File: src/rtl/core/ptp_pkg.sv
package ptp_pkg;

  // Command codes of the input channel.
  typedef enum logic [1:0] {
    CMD_START   = 2'd0,
    CMD_STOP    = 2'd1,
    CMD_RESTART = 2'd2,
    CMD_TICK    = 2'd3
  } cmd_e;

  // Result kinds of the output channel.
  typedef enum logic [2:0] {
    KIND_STARTED = 3'd0,
    KIND_FULL    = 3'd1,
    KIND_ACK     = 3'd2,
    KIND_FIRED   = 3'd3,
    KIND_IDLE    = 3'd4
  } kind_e;

  // Sequencer states.
  typedef enum logic [1:0] {
    ST_IDLE,
    ST_SCAN,
    ST_FINISH
  } state_e;

  // Maximum number of firings reported for one tick.
  localparam int MaxResults = 32;
  localparam int CntW       = 6;

  // One timer slot as it travels around the ring.
  typedef struct packed {
    logic        busy;
    logic [15:0] task_id;
    logic [30:0] period;
    logic [31:0] start_time;
    logic [63:0] user_word;
  } slot_rec_t;

endpackage

File: src/rtl/core/ptp_cell.sv
module ptp_cell (
  input  logic               clk_i,
  input  logic               rst_ni,
  input  logic               shift_i,
  input  ptp_pkg::slot_rec_t rec_i,
  output ptp_pkg::slot_rec_t rec_o
);
  import ptp_pkg::*;

  slot_rec_t data_q;

  // The slot record clears at reset and moves one cell toward the head
  // whenever the ring advances.
  always_ff @(posedge clk_i or negedge rst_ni) begin
    if (!rst_ni) begin
      data_q <= '0;
    end else if (shift_i) begin
      data_q <= rec_i;
    end
  end

  assign rec_o = data_q;

endmodule

File: config.mk
export PLATFORM = sky130hd
export DESIGN_NAME = ptp_cell
export DESIGN_NICKNAME = d
export VERILOG_FILES = /design/src/rtl/core/ptp_pkg.sv /design/src/rtl/core/ptp_cell.sv
export SDC_FILE = /design/constraint.sdc
export NUM_CORES = 1
export LEC_CHECK = 0
export BUFFER_PORTS_ARGS = -buffer_cell sky130_fd_sc_hd__buf_2
export CORE_ASPECT_RATIO = 2
export CORE_MARGIN = 2
export CORE_UTILIZATION = 41
export DETAILED_ROUTE_END_ITERATION = 6
export PLACE_DENSITY = 0.84
export SLEW_MARGIN = 40
export SYNTH_ARGS = -nofsm -noshare
export SYNTH_HDL_FRONTEND = slang
export SYNTH_SLANG_ARGS = --single-unit
File: constraint.sdc
create_clock -name clk_i -period 0.8 [get_ports clk_i]
set_input_delay 0.08 -clock clk_i [delete_from_list [all_inputs] [get_ports clk_i]]
set_output_delay 0.08 -clock clk_i [all_outputs]
set_load 0.03 [all_outputs]
Yosys cells after proc, flatten, opt, wreduce, memory -nomap -nowiden:

Index checks and enable logic that the tools add are counted.

* input bits: 147
* bits in registers: 144
* word-level logic and storage cells: 5
* output and inout bits: 144

Longest topological paths before layout:

Gate-level depths: netlist of run 1.

* depth in word-level cells: 0
* gate-level depth with buffers: 4

Least setup slack after synthesis of run 1:

No wires, ideal clock.

* path kind: input-to-reg
* start point: input shift_i
* end point: register data_q (netlist bit rec_o[100])
* slack: -0.103 ns
* data required time: 0.675 ns
* arrival: 0.777 ns
* library setup time: 0.125 ns
* cell stages on the path: 4
* path through: buf_6 > buf_6 > buf_6 > mux2_4

RTL lines
* from (decl): RTL line ptp_cell.sv:4 `input logic shift_i,`
* to (signal assigned): RTL line ptp_cell.sv:18 `data_q <= rec_i;`
* to (decl): RTL line ptp_cell.sv:10 `slot_rec_t data_q;`

No word-level cell between the ends.

==> results_dict.tcl, run 1 <==
set metrics [dict create \
    status "complete, but fails checks" \
    violations "setup timing" \
    vias_per_cell 4.97 \
    ant_nets 0 \
    chipWidth_um 86.5 \
    period_share_pct 136 \
    fin_cells 979 \
    track_usage_pct 27.5 \
    io_pins 291 \
    drt_first_pass_iters 4 \
    grt_first_pass_wirelength_um 29800 \
    netlist_instances 304 \
    cts_tree "done" \
    power_switching_w 0.00684 \
    worstMarginPinSlew_ns 0.269 \
    pre_cts_ws_ns -0.217 \
    slew_violations 0 \
    p_int_w 0.0172 \
    synth_fa_ha_area_share_pct 0 \
    dr_total_vias 4865 \
    crit_fanout 2 \
    hp-class "in2reg" \
    syn_to_final_growth_pct 99.8 \
    drive_gt1_share_pct 82.2 \
    p_per_area_nw_per_um2 2160 \
    postSynthAreaPerCell_um2 18.4 \
    synth_simple_gate_area_share_pct 0 \
    finish.net_count 958 \
    p_comb_share_pct 27.0 \
    nFillCells 558 \
    place_inst 750 \
    synth_compound_area_share_pct 0 \
    grt-ovfl-total 0 \
    fmax_mhz 917 \
    cp-end-kind "flip-flop" \
    grt_antenna_before_repair 2 \
    place_congestion 0.827 \
    setup_viol 235 \
    hold_viol 0 \
    synthMuxAreaShare_pct 33.1 \
    p_seq_share_pct 36.8 \
    drc 0 \
    hpwlAfterDp_um 10600 \
    crit_arrival_ns 1.38 \
    report.power.total_w 0.0241 \
    rsz0062_at_grt "true" \
    core_area_um2 13400 \
    synth_top_family_by_area "multiplexers" \
    slew-limit-headroom_pct 82.1 \
    p_leak_nw 5.25 \
    largest_register_ff_count 144 \
    layout_commonest_cell "buf_6" \
    crit_required_ns 1.09 \
    ir_worst_vdd_mv 1.42 \
    wirelength_um 22100 \
    cts_buffers 17 \
    synth_fp_nets 451 \
    critical_path_class "reg2reg" \
    row_count 60 \
    grt_max_degree 39 \
    grt_pass1_vias 5496 \
    p_sw_share_pct 28.4 \
    critPathLaunchType "flip-flop" \
    placed_area_um2 7480 \
    drt_iter0_drc 136 \
    h-tree-depth 4 \
    setup_slack_ns -0.290 \
    maxCapViolations 0 \
    yosys_warnings 0 \
    clk_root_buffer_cell "clkbuf_16" \
    io_buffer_count 290 \
    layout_common_cells "195 x buf_6, 145 x dlygate4sd3_1, 144 x buf_2, 144 x dfrtp_2, 87 x mux2_4" \
    clock_latency_ns 0.41 \
    syn-cell-area_um2 5580 \
    ys_seq_area_share_pct 64.6 \
    wl_per_cell_um 22.6 \
    die-area_um2 14600 \
    holdWs_ns 0.0547 \
    min_period_ns 1.09 \
    clock-sinks 144 \
    initial_utilization_pct 41.8 \
    synth_xor_area_share_pct 0 \
    p_clk_share_pct 36.2 \
    clock_path_buffers 2 \
    finalClockSkew_ns 0 \
    clkTransAtPathRegs_ns 0.06 \
    die_h_um 169 \
    ys_types 5 \
    ys_ff_latch 144 \
    final_area_um2 11100 \
]
## synth_stat cells, drive strengths merged
cell type,number,area share [%]
buf,16,2.3
dfrtp,144,65
mux2,144,33
## layer usage
layer | up-vias | GRT usage [%] | part of all wire (%)
li1 | 2075 | - | -
met1 | 2428 | 27.3 | 33
met2 | 278 | 50.1 | 55
met4 | 0 | 15.0 | 6.3
met3 | 84 | 7.31 | 5.9
met5 | - | 0 | 0
## cell families after synthesis
kind of cell,after synthesis
mux,144
flops,144
buf+inv,16
## final timing paths
kind,startpoint,to,slack (ns),depth (start not counted)
setup / recovery,rec_o[101]$_DFFE_PN0P_,rec_o[101]$_DFFE_PN0P_,-0.29,3
hold / removal,shift_i,rec_o[141]$_DFFE_PN0P_,0.05,2
setup reg to reg,rec_o[101]$_DFFE_PN0P_,rec_o[101]$_DFFE_PN0P_,-0.29,3
hold reg to reg,rec_o[31]$_DFFE_PN0P_,rec_o[31]$_DFFE_PN0P_,0.52,1
max in group asynchronous,rst_ni,rec_o[97]$_DFFE_PN0P_,0.19,3
min in group asynchronous,rst_ni,rec_o[35]$_DFFE_PN0P_,0.11,2
## stage by stage
step	setup TNS [ns]	util [%]
after floorplan	-8.90	-
after global placement	-18.25	56.0
after detailed placement	-22.24	56.0
after CTS	-39.44	80.1
after global routing	-47.97	83.4
final	-42.35	83.4
## power groups by stage
stage | registers, W | logic [W] | clock network, W
after global routing | 0.00892 | 0.00672 | 0.00916
after floorplan | 0.0102 | 0.00116 | 0
final | 0.00886 | 0.00649 | 0.00872
after CTS | 0.00872 | 0.00585 | 0.00874
after detailed placement | 0.00866 | 0.00418 | 0
after global placement | 0.00861 | 0.00410 | 0
## area by class of cell
class	instances	area [um2]	share of cell area, %
Tap cell	155	194	1.74
Clock inverter	12	209	1.87
Antenna cell	2	5.00	0.0449
Sequential cell	144	3780	33.9
Timing Repair Buffer	504	4580	41.1
Multi-Input combinational cell	144	1950	17.5
Clock buffer	18	429	3.85
## worst max-delay path, stage by stage, from the launching register on
cell and delay, ns:
dfrtp_2 0.44, buf_4 0.14, buf_6 0.10, mux2_4 0.28
## repair_timing
| item | 4_1_cts | 5_1_grt |
|---|---|---|
| gates resized for setup | 297 | 73 |
| endpoints found under the hold margin | 288 | 0 |
| hold buffers | 145 | 0 |
| pin swaps | 0 | 0 |
| setup buffers | 27 | 32 |
| endpoints found under the setup margin | 145 | 260 |
Note: power is estimated with default switching activity, not from simulation.
==> run 2: changes to the inputs <==
--- a/config.mk
+++ b/config.mk
@@ -11,3 +11,5 @@
 export CORE_UTILIZATION = 41
+export CTS_CLUSTER_SIZE = 30
 export DETAILED_ROUTE_END_ITERATION = 6
+export HOLD_SLACK_MARGIN = 0.12
 export PLACE_DENSITY = 0.84
--- a/constraint.sdc
+++ b/constraint.sdc
@@ -3,2 +3,2 @@
 set_output_delay 0.08 -clock clk_i [all_outputs]
-set_load 0.03 [all_outputs]
+set_load 0.05 [all_outputs]
==> run 2 against run 1 <==
Via count is 2.5% lower. Clock power down 7.8%. Core utilization decreased by 1.9 points. Largest power group unchanged. The flow still finishes with violations (setup timing). Clock-buffer cell count stayed put. Routed wire length is 6.0% lower.
==> results_dict.tcl, run 2 (synthesis results as in run 1) <==
set metrics [dict create \
    status "complete, but fails checks" \
    violations "setup timing" \
    crit_fanout 2 \
    clock_path_buffers 2 \
    finalSetupTns_ns -41.00 \
    grt_max_degree 49 \
    cp-end-kind "output pin" \
    grt_first_pass_wirelength_um 29400 \
    cts_tree "done" \
    wl_per_cell_um 21.8 \
    pre_cts_ws_ns -0.210 \
    die-area_um2 14600 \
    maxCapViolations 0 \
    core_area_um2 13400 \
    fmax_mhz 926 \
    h-tree-depth 4 \
    drt_iter0_drc 145 \
    slew_violations 0 \
    p_sw_share_pct 31.9 \
    layout_commonest_cell "buf_6" \
    dr_total_vias 4742 \
    drt_first_pass_iters 4 \
    die_h_um 169 \
    critPathLaunchType "flip-flop" \
    utilization_pct 81.5 \
    hpwlAfterDp_um 10700 \
    row_count 60 \
    ant_nets 0 \
    clock-sinks 144 \
    wirelength_um 20800 \
    drc 0 \
    rsz0062_at_grt "true" \
    hold_viol 0 \
    initial_utilization_pct 41.8 \
    cp_top_family "flip-flops" \
    slew-limit-headroom_pct 80.1 \
    p_int_w 0.0166 \
    place_congestion 0.862 \
    period_share_pct 135 \
    slowest_stage "dfrtp_2" \
    nFillCells 613 \
    grt-ovfl-total 0 \
    clkTransAtPathRegs_ns 0.06 \
    max_stage_delay_ns 0.43 \
    p_seq_share_pct 36.3 \
    grt_pass1_vias 5397 \
    syn_to_final_growth_pct 95.3 \
    r2r-start "rec_o[61]$_DFFE_PN0P_" \
    crit_arrival_ns 1.00 \
    report.power.total_w 0.0243 \
    io_pins 291 \
    cp.buffers_inverters 1 \
    p_leak_nw 5.08 \
    drive_gt1_share_pct 81.8 \
    cp-startpoint "rec_o[61]$_DFFE_PN0P_" \
    vias_per_cell 4.96 \
    finalClockSkew_ns 0 \
    min_period_ns 1.08 \
    worstMarginPinSlew_ns 0.299 \
    clk_root_buffer_cell "clkbuf_16" \
    multi_input_area_um2 1920 \
    largest_register_ff_count 144 \
    crit_required_ns 0.72 \
    layout_common_cells "161 x buf_6, 145 x dlygate4sd3_1, 144 x buf_2, 144 x dfrtp_2, 79 x mux2_4" \
    seqCellArea_um2 3780 \
    grt_antenna_before_repair 3 \
    cts_buffers 17 \
    track_usage_pct 27.1 \
    setup_slack_ns -0.279 \
    setup_viol 216 \
    p_clk_share_pct 33.1 \
    finish.net_count 934 \
    p_per_area_nw_per_um2 2230 \
    ctsHoldBuffers 145 \
    power_switching_w 0.00776 \
    ir_worst_vdd_mv 1.50 \
    crit_chain "buf_8" \
    io_buffer_count 290 \
    clock_latency_ns 0.40 \
    chipWidth_um 86.5 \
    critical_path_class "reg2out" \
    p_comb_share_pct 30.6 \
    hp-class "in2async" \
]
run 2: worst paths after layout:
check,to,slack (ns),cells past startpoint
worst max-delay path,rec_o[61],-0.28,1
worst min-delay path,rec_o[63]$_DFFE_PN0P_,0.09,2
worst max register to register,rec_o[61]$_DFFE_PN0P_,-0.15,2
worst min register to register,rec_o[26]$_DFFE_PN0P_,0.53,1
max in group asynchronous,rec_o[15]$_DFFE_PN0P_,0.15,3
min in group clk_i,rec_o[103]$_DFFE_PN0P_,0.14,3
run 2: timing repair:
action / 4_1_cts / 5_1_grt
hold endpoints to repair: 288 / 16
gates resized for setup: 308 / 52
buffers inserted: 13 / 26
setup endpoints to repair: 146 / 257
run 2: metrics by stage:
stage               hold WS (ns)  cell area (um2)  cells
CTS                       0.0838            10600    933
floorplan                 -0.216             5760    304
global route              0.0962            10900    956
finish                    0.0933            10900    956
global placement         -0.0546             7440    745
detailed placement       -0.0500             7440    745
run 2: final cells by class:
type / instances / share of cell area (%)
clock buffer: 18 / 4.03
multi-input combinational: 144 / 17.6
tap: 155 / 1.78
timing repair buffer: 480 / 40.3
clock inverter: 12 / 1.48
sequential: 144 / 34.7
antenna: 3 / 0.0689
run 2: power groups by stage:
stage | sequential [W] | clock, W | combinational, W
after floorplan | 0.0113 | 0 | 0.00111
after global placement | 0.00861 | 0 | 0.00521
after detailed placement | 0.00865 | 0 | 0.00532
after CTS | 0.00874 | 0.00819 | 0.00695
after global routing | 0.00891 | 0.00856 | 0.00767
final | 0.00884 | 0.00804 | 0.00744
run 2: routing by layer:
metal  track usage [%]  vias to the layer above  share of wire [%]
li1                  -                     2035                  -
met1              26.9                     2384                 33
met2              49.9                      242                 56
met3              6.19                       81                5.3
met4              15.6                        0                5.8
met5                 0                        -                  0
